==> src/rtl/core/vcrv_pkg.sv <==
// Shared types and constants of the video register and memory port.
// Used by every module in rtl/core but vcrv_ram; depends on nothing.
package vcrv_pkg;

    localparam int DATA_W = 8;
    localparam int ADDR_W = 16;
    localparam int MEM_DEPTH = 65536;
    localparam int INSTALLED_BYTES_DEFAULT = 65536;
    localparam int QUEUE_DEPTH = 2;

    localparam logic [1:0] OP_REG_READ = 2'd0;
    localparam logic [1:0] OP_REG_WRITE = 2'd1;
    localparam logic [1:0] OP_MEM_READ = 2'd2;
    localparam logic [1:0] OP_MEM_WRITE = 2'd3;

    localparam logic [1:0] KIND_REPLY = 2'd0;
    localparam logic [1:0] KIND_READ = 2'd1;
    localparam logic [1:0] KIND_WRITE = 2'd2;

    typedef struct packed {
        logic [1:0]        kind;
        logic [ADDR_W-1:0] addr;
        logic [DATA_W-1:0] data;
    } cmd_t;

endpackage

==> src/rtl/core/vcrv_queue.sv <==
// Short command queue between the front end and the memory back end.
// Depends on vcrv_pkg for the command type.
module vcrv_queue #(
    parameter int DEPTH = vcrv_pkg::QUEUE_DEPTH
) (
    input  logic           aclk,
    input  logic           aresetn,
    input  logic           push,
    input  vcrv_pkg::cmd_t push_cmd,
    output logic           full,
    input  logic           pop,
    output vcrv_pkg::cmd_t pop_cmd,
    output logic           nonempty
);

    localparam int PW = (DEPTH > 1) ? $clog2(DEPTH) : 1;
    localparam int CW = $clog2(DEPTH + 1);

    vcrv_pkg::cmd_t mem_reg [DEPTH];
    logic [PW-1:0] wr_ptr_reg, wr_ptr_next;
    logic [PW-1:0] rd_ptr_reg, rd_ptr_next;
    logic [CW-1:0] count_reg, count_next;

    always_comb begin
        wr_ptr_next = wr_ptr_reg;
        rd_ptr_next = rd_ptr_reg;
        if (push) begin
            wr_ptr_next = (wr_ptr_reg == PW'(DEPTH - 1)) ? '0 : wr_ptr_reg + 1'b1;
        end
        if (pop) begin
            rd_ptr_next = (rd_ptr_reg == PW'(DEPTH - 1)) ? '0 : rd_ptr_reg + 1'b1;
        end
        count_next = count_reg + CW'(push) - CW'(pop);
    end

    always_ff @(posedge aclk) begin
        if (!aresetn) begin
            wr_ptr_reg <= '0;
            rd_ptr_reg <= '0;
            count_reg  <= '0;
        end else begin
            wr_ptr_reg <= wr_ptr_next;
            rd_ptr_reg <= rd_ptr_next;
            count_reg  <= count_next;
        end
    end

    always_ff @(posedge aclk) begin
        if (push) begin
            mem_reg[wr_ptr_reg] <= push_cmd;
        end
    end

    assign full     = (count_reg == CW'(DEPTH));
    assign nonempty = (count_reg != '0);
    assign pop_cmd  = mem_reg[rd_ptr_reg];

    a_no_pop_empty: assert property (@(posedge aclk) disable iff (!aresetn)
        pop |-> count_reg != '0)
        else $error("queue popped while empty");

    a_no_push_full: assert property (@(posedge aclk) disable iff (!aresetn)
        push |-> count_reg != CW'(DEPTH))
        else $error("queue pushed while full");

endmodule

==> config.mk <==
export PLATFORM = sky130hd
export DESIGN_NAME = vcrv_queue
export DESIGN_NICKNAME = d
export VERILOG_FILES = /design/src/rtl/core/vcrv_pkg.sv /design/src/rtl/core/vcrv_queue.sv
export SDC_FILE = /design/constraint.sdc
export NUM_CORES = 1
export LEC_CHECK = 0
export BUFFER_PORTS_ARGS = -buffer_cell sky130_fd_sc_hd__buf_2
export CAP_MARGIN = 30
export CORE_UTILIZATION = 35
export CTS_CLUSTER_SIZE = 28
export DETAILED_ROUTE_END_ITERATION = 16
export HOLD_SLACK_MARGIN = 0.06
export PLACE_DENSITY_LB_ADDON = 0.08
export SKIP_LAST_GASP = 1
export SLEW_MARGIN = 0
export SYNTH_ARGS = -nofsm -noshare
export SYNTH_HDL_FRONTEND = slang
export SYNTH_SLANG_ARGS = --single-unit
==> constraint.sdc <==
create_clock -name aclk -period 3.2 [get_ports aclk]
set_input_delay 0.16 -clock aclk [delete_from_list [all_inputs] [get_ports aclk]]
set_output_delay 0.16 -clock aclk [all_outputs]
set_load 0.05 [all_outputs]
# [Word level (Yosys, flattened, before mapping)]
# Memories as Yosys holds them, arrays and structs flattened. A register that Yosys moved wholly into a read port is not among the register bits.
# Cells that the tools add are included.
# W data, S select, Z words.
[totals] register_bits=4 out_inout_bits=28 in_bits=30 mem_bits_rw=52 n_memories=1 wordCells=16
[mem_list] memory="mem_reg" words=2 word_bits=26 read_ports=1 rd_clocked_by_memory_dff=1 write_ports=1 line="vcrv_queue.sv:19" text="vcrv_pkg::cmd_t mem_reg [DEPTH];"
[classes] n_eq_ne=1 addsub=4 n_mux=6 reduce_logical=1
[ops] op="$mux W1" count=6
[ops] op="$add A1 B1 Y1 const B" count=2
[ops] op="$add A2 B1 Y2" count=1
[ops] op="$eq A2 B2 Y1 const B" count=1
[ops] op="$reduce_bool A2 Y1" count=1
[ops] op="$sub A2 B1 Y2" count=1

# [Depth between registers and ports, before layout]
# Gate-level depths: netlist of the first run.
[logic_depth] word_depth=4 mapped_depth=6 mapped_depth_nobuf=6

# [Worst setup path before layout of the first run]
# Ideal clock, no wire load.
[synth_timing] path_kind="flip-flop to flip-flop" start="register wr_ptr_reg" end="memory mem_reg[0][0] (netlist name) (enable)" required_time_ps=2787 path_buffers=0 arrival_time_ps=1515 path_stages_with_launch=2 path_slack_ps=1272 setup_ps=413 period_less_slack_ps=1928 cell_sequence="dfxtp_1 nor2b_1"
[synth_rtl] item="from (decl)" line="vcrv_queue.sv:20" text="logic [PW-1:0] wr_ptr_reg, wr_ptr_next;"
[synth_rtl] item="from (signal assigned)" line="vcrv_queue.sv:42" text="wr_ptr_reg <= wr_ptr_next;"
[synth_rtl] item="to (decl)" line="vcrv_queue.sv:19"
# No word-level cell before the write port.

==> results.md, run 1 <==
- The flow ran to the end, and the final reports show no timing, DRC or antenna violations.
- The initial antenna violation count is 0.
- In the synthesized netlist, the number of instances is 102.
- The critical path start-end classification is flip-flop to output port.
- STA puts the critical path data required time at 3.04 ns.
- The first routing iteration left 42 violations.
- The largest clock skew in the final design is 0.00676 ns.
- The share of post-route cells with drive strength above 1 is 0.495.
- The synthesized flop and latch total is 57.
- OpenSTA, run right after detailed placement, puts the worst setup slack at 1.52 ns.
- STA classifies the critical path endpoint as an output port.
- The global-route total usage across every layer is 0.119.
- Of all nets on the critical path, the largest fanout is 26.
- The die area is 0.00663 mm².
- Power spread over the standard cell area amounts to 591 mW/mm².
- The final layout contains routed wiring with a total length of 3520 µm.
- The non-filler instance count after layout is 275.
- The total chip power is 1.75 mW.
- The first global-routing pass estimated 5420 µm of wire.
- Relative to the synthesized area, the layout overhead comes to 34.4%.
- After global routing, the most crowded layer is met2.
- Ranked by total cell area, the synthesized netlist is headed by edfxtp_1, mux2_4, dfxtp_1, mux2_2, buf_12.
- The clock input transition at the sequential cells of the worst setup and hold paths is 0.06 ns.
- After clock tree synthesis, the setup repair step added 0 buffers.
- Row generation in the floorplan step produced 28 rows.
- Once detailed placement completed, the half-perimeter wirelength came to 2180 µm.
- The top-level port count is 58.
- The post-detailed-route wirelength per cell is 12.8 µm.
- The register with the most flip-flops in the layout has 52 of them.
- The floorplan die width is 81.4 µm.
- The fraction of the yosys area taken by sequential cells is 0.752.
- The most common cell after layout, fill and taps aside is buf_2.
- STA classifies the critical path startpoint as a flip-flop.
- The total setup violations reported at the end of the flow is 0.
- The class of the worst hold path is input port to flip-flop.
- The detailed-route DRC error count is 0.
- The net count after synthesis is 134.
- The pre-antenna-repair detailed-routing pass consisted of 4 iterations.
- The cell count after placement is 233.
- The die is 81.4 µm tall.
- The top cell type by total area after synthesis is edfxtp_1.
- Across all layers, the routed design uses 1,183 vias.
- The worst-case IR drop observed on VDD is 0.000440 V.
- The final worst slack is 1.21 ns.
- After layout, the minimum clock period comes to 1.99 ns.
- The mapped cell area is 0.00221 mm².
- The met3 track utilization from global routing is 0.0600.
- Setup repair after global routing left no endpoint under its margin.
- The total clock sinks is 57.
- The source-to-sink clock delay at the later pin of the worst-skew pair is 0.32 ns.
- The worst slew slack as a fraction of its limit is 0.446.
- The detail route stage leaves a number of antenna-violating nets equal to 0.
- The CTS root buffer is clkbuf_8.
- The TritonCTS buffer count is 9.
- The final period utilization is 0.623.
- Yosys mapped the design onto 14 distinct sky130hd cell types.
- The count of H-tree levels built during CTS is 3.
- Setup total negative slack on the finished layout was measured at 0 ns.
- The core region is 0.00599 mm².
- The static power due to leakage is 1.20 nW.
- For this run, the top clock speed supported by timing is 502 MHz.
- The mean number of vias per cell is 4.30.
- The antenna diode count is 0.
- The initial utilization of the core area, before any placement, comes to 0.369.
- Hold timing on the final database bottoms out at a slack of 0.0995 ns.
- The residual overflow from global routing is 0.
- The tool flagged a number of max-cap violations equal to 0.
- The Yosys step of the flow raised 0 warnings.
- The longest clock path from root to sink contains 2 buffers.
- For met2 alone, demand over resource in global routing was 0.188.
- TritonCTS built the clock tree.
- For this run, global-route usage on met1 was measured as 0.135.
- The number of global-route vias before repair was 1,216.
- Entering global routing, the biggest net connects 27 pins.
- The congestion estimate from routability-driven global placement came to 0.589.
- The number of pins with negative max-slew slack in the final report is 0.
- In the layout the commonest cells are buf_2, edfxtp_1, dlygate4sd3_1, mux2_4, clkbuf_8.
- The mean instance size in the synthesized netlist is 21.7 µm².
- The pin slew with the least headroom to its limit is 0.831 ns.
- The port buffer count is 57.
- For the worst setup path, the data arrival time is 1.83 ns.
- The number of hold violations in the final report is 0.
- The final layout net count is 227.
- Of the post-synthesis cell area, the dominant cell type holds 0.707.
## kinds of logic after synthesis
| kind of cell | Yosys count | share of synthesized area |
|---|---|---|
| flops | 57 | 0.752 |
| mux | 26 | 0.167 |
| simple gates | 9 | 0.0255 |
| buf+inv | 5 | 0.0266 |
| xor+xnor | 2 | 0.0142 |
| fa+ha+maj | 2 | 0.0113 |
| compound gates | 1 | 0.00340 |
## layer usage
layer,wire length (µm),part of all wire
met1,1480,0.42
met2,1710,0.49
met3,259,0.074
met5,0,0
met4,64,0.018
## synthesized netlist by cell type
master    instances
or2_2             1
mux2_2            6
ha_1              2
o21a_1            1
buf_12            2
nor2b_1           4
inv_1             2
xor2_1            1
mux2_4           20
edfxtp_1         52
xnor3_1           1
buf_6             1
and2_1            4
dfxtp_1           5
## timing repair
action | 4_1_cts | 5_1_grt
gates resized for setup | 0 | 0
endpoints found under the setup margin | 0 | 0
endpoints found under the hold margin | 52 | 0
hold buffers | 26 | 0
## through the flow
stage	util	cell area (µm²)
2_1_floorplan	-	2210
3_3_place_gp	0.426	2550
3_5_place_dp	0.426	2550
4_1_cts	0.495	2970
5_1_grt	0.495	2970
6_report	0.495	2970
## power breakdown
part,internal (mW),switching [mW],total [mW]
combinational,0.135,0.206,0.341
sequential,0.861,0.0294,0.890
clock,0.267,0.256,0.523
## cell type report
cell class | count | area [µm²]
clock inverters | 6 | 25.0
clock buffers | 10 | 128
fillers | 508 | 3020
well taps | 75 | 93.8
flip-flops and latches | 57 | 1660
multi-input cells | 40 | 490
repair buffers | 85 | 561
inverters | 2 | 7.51
## final timing paths
check | from | endpoint | slack, ns | cells after the start
max | flip-flop | pop_cmd[17] | 1.21 | 2
min | aresetn | wr_ptr_reg | 0.1 | 2
max reg2reg | wr_ptr_reg | mem_reg[1][11] | 1.81 | 2
min reg2reg | rd_ptr_reg | flip-flop | 0.57 | 2
## worst max-delay path, cell delays in order (launching register included)
cell and delay, ns:
dfxtp_2 0.87, mux2_2 0.42, buf_2 0.21
(Power assumes the default switching activity.)
==> run 2, diff against run 1 <==
clock period = 1.6 ns   (was 3.2 ns; I/O delays follow)
==> run 2 against run 1 <==
Effect of this change:
- clock skew down 0.0026 ns
- power up 100%
- routed wire length up 7.0%
- count of clock-buffer cells in the layout up 1
- hold slack better by 0.019 ns
- critical path type unchanged
- largest cell class unchanged
==> results.md, run 2 (synthesis gave the netlist of run 1 again) <==
- The max-capacitance violation count is 0.
- The number of fill cells is 517.
- Traced cell by cell, the critical path runs through buf_12 -> mux2_2 -> buf_2.
- The number of pins with negative max-slew slack in the final report is 0.
- The detailed router put a total of 1540 µm of wire on met1.
- The initial antenna violation count is 0.
- The library cells used most frequently in the layout, excluding fill and tap cells, are buf_2, edfxtp_1, dlygate4sd3_1, mux2_4, clkbuf_8.
- The final layout net count is 233.
- Setup violations remaining at the end of the flow were counted as 0.
- The instance count along the most critical hold path is 3.
- At the end of routability-driven placement, the weighted congestion stood at 0.589.
- The number of hold violations in the final report came to 0.
- The TritonCTS buffer count is 9.
- Cell internal power was estimated by the tool at 2.56 mW.
- The share of total power dissipated in combinational logic is 0.210.
- The critical path start-end classification is flip-flop to output port.
- Counting both buffers and inverters, the worst setup path holds a total of 2.
- Of the cells placed in the final design, the portion with a size suffix greater than 1 is 0.510.
- The run finished with clean final reports.
- The maximum root-to-sink buffer count is 2.
- For this run, the share of the core covered by cells in the final layout is 0.508.
- The routed length on met3 is 189 µm.
- The total via count after detailed routing is 1,208.
- Pin placement for this block handled 58 I/O pins.
- The initial core utilization is 0.369.
- The instance count on the critical path is 3.
- The kind of capture point of the worst setup path is an output port.
- The global-route total usage across every layer is 0.130.
- The register with the most flip-flops in the layout has 52 of them.
- The worst-case IR drop observed on VDD is 0.000728 V.
- The post-detailed-route wirelength per cell is 13.4 µm.
- The final-layout worst hold slack is 0.119 ns.
- In the routed layout, each cell is associated on average with a via count of 4.30.
- For this design the static power due to leakage is 1.24 nW.
- The critical path required time is 1.52 ns.
- Of the total power, the share spent switching nets is 0.280.
- The floorplan die width is 81.4 µm.
- The share of total power dissipated in sequential elements is 0.493.
- The nature of the critical path startpoint is a flip-flop.
- The remaining antenna violation count is 0.
- The total iterations of the first detailed-routing run is 3.
- Entering global routing, the biggest net connects 28 pins.
- 0 antenna diodes ended up in the layout.
- The top layer reached by signal wires is met4.
- The detailed-route DRC error count is 0.
- The analysis attributes to net switching a power of 0.996 mW.
- The number of placement rows is 28.
- Subtracting the final worst setup slack from the clock period gives 1.52 ns.
- For the worst-skew pair, the clock arrives at the later sink with an insertion delay of 0.32 ns.
- The maximum fanout along the worst path is 16.
- The number of DRC markers after the initial detailed-route iteration is 35.
- The die area is 0.00663 mm².
- The estimated wirelength of the detail-placed design is 2450 µm.
- From synthesis to final layout, the design area changed by 37.8%.
- The detailed-routed wire length on met2 is 1950 µm.
- The largest clock skew in the final design is 0.00418 ns.
- The most common cell after layout, fill and taps aside is buf_2.
- Headroom to the max-slew limit came out at 0.827.
- The CTS root buffer is clkbuf_8.
- The chip height is 81.4 µm.
- The largest individual stage delay along the critical path comes from the cell dfxtp_4.
- The residual overflow from global routing is 0.
- Dividing the final minimum period by the clock period gives 0.947.
- Among cell families on the critical path, the largest total delay comes from flip-flops.
- The path class of the tightest hold or removal check is input port to flip-flop.
- The number of global-route vias before repair is 1,317.
- The delay of the slowest cell on the worst path is 0.38 ns.
- The final wirelength is 3760 µm.
- The maximum frequency from static timing analysis is 660 MHz.
- Setup repair after global routing left no endpoint under its margin.
- Clock tree synthesis found a total of 57 sinks.
- The data arrival time of the worst path is 1.44 ns.
- The port buffer count is 57.
- After floorplanning, the core was sized to cover 0.00599 mm².
- The first-pass GRT wire length is 5930 µm.
- The count of H-tree levels built during CTS is 3.
- TritonCTS built the clock tree.
- At the pin with the least slew margin, the transition time is 0.261 ns.
- In this run the power density over the cells is 1170 mW/mm².
- The cell depth of the worst flop-to-flop path is 6.
- Clock-pin slew was measured on the worst setup and hold paths at 0.06 ns.
- The clock group share of total power is 0.297.
-- run 2: cell types whose count changed in the layout (fill, tap and decap cells not counted), sizes merged --
cell	previous run	this run
clkbuf	10	11
dlygate4sd3	26	27
buf	59	64
clkinv	6	5
-- run 2: worst paths after layout --
| kind | endpoint | start | slack [ns] |
|---|---|---|---|
| worst max-delay path | pop_cmd[18] | flip-flop | 0.08 |
| worst min-delay path | wr_ptr_reg | push | 0.12 |
| worst max register to register | count_reg[1] | count_reg[0] | 0.38 |
| worst min register to register | flip-flop | rd_ptr_reg | 0.58 |
-- run 2: worst reg2reg max path, cell delays in order (launching register included) --
cell	delay (ns)
dfxtp_1	0.34
inv_1	0.05
ha_1	0.27
inv_1	0.06
ha_1	0.14
xnor3_1	0.20
nor2b_1	0.10
-- run 2: power groups by stage --
stage	Combinational [mW]	Clock [mW]	Sequential, mW
after global placement	0.680	0	1.78
after global routing	0.791	1.17	1.76
after detailed placement	0.689	0	1.79
after CTS	0.744	1.10	1.76
after floorplan	0.555	0	1.77
final	0.745	1.06	1.75
-- run 2: cell type report --
type	count	area (µm²)	share of cell area
flip-flops and latches	57	1670	0.547
clock buffers	11	131	0.0432
multi-input cells	40	490	0.161
inverters	2	7.51	0.00247
repair buffers	91	633	0.208
well taps	75	93.8	0.0308
clock inverters	5	22.5	0.00740
-- run 2: timing repair --
| action | in CTS | in global routing |
|---|---|---|
| resized for setup | 1 | 0 |
| buffers inserted | 0 | 2 |
| endpoints found under the setup margin | 21 | 8 |
| pin swaps | 0 | 0 |
| hold buffers | 27 | 0 |
| endpoints found under the hold margin | 57 | 0 |
-- run 2: per-stage QoR --
stage	setup TNS (ns)	cells	worst slack, ns	instance area [µm²]	power, mW
after floorplan	0	102	0.169	2210	2.33
after global placement	0	236	0.318	2600	2.46
after detailed placement	0	236	0.285	2600	2.48
after CTS	-0.00802	279	-0.00627	3030	3.60
after global routing	0	281	0.0250	3040	3.72
final	0	281	0.0842	3040	3.55
-- run 2: metal layers --
| metal | global-route usage | vias up |
|---|---|---|
| met2 | 0.223 | 33 |
| met4 | 0.0911 | 0 |
| met5 | 0 | - |
| met3 | 0.0378 | 9 |
| li1 | - | 588 |
| met1 | 0.136 | 578 |
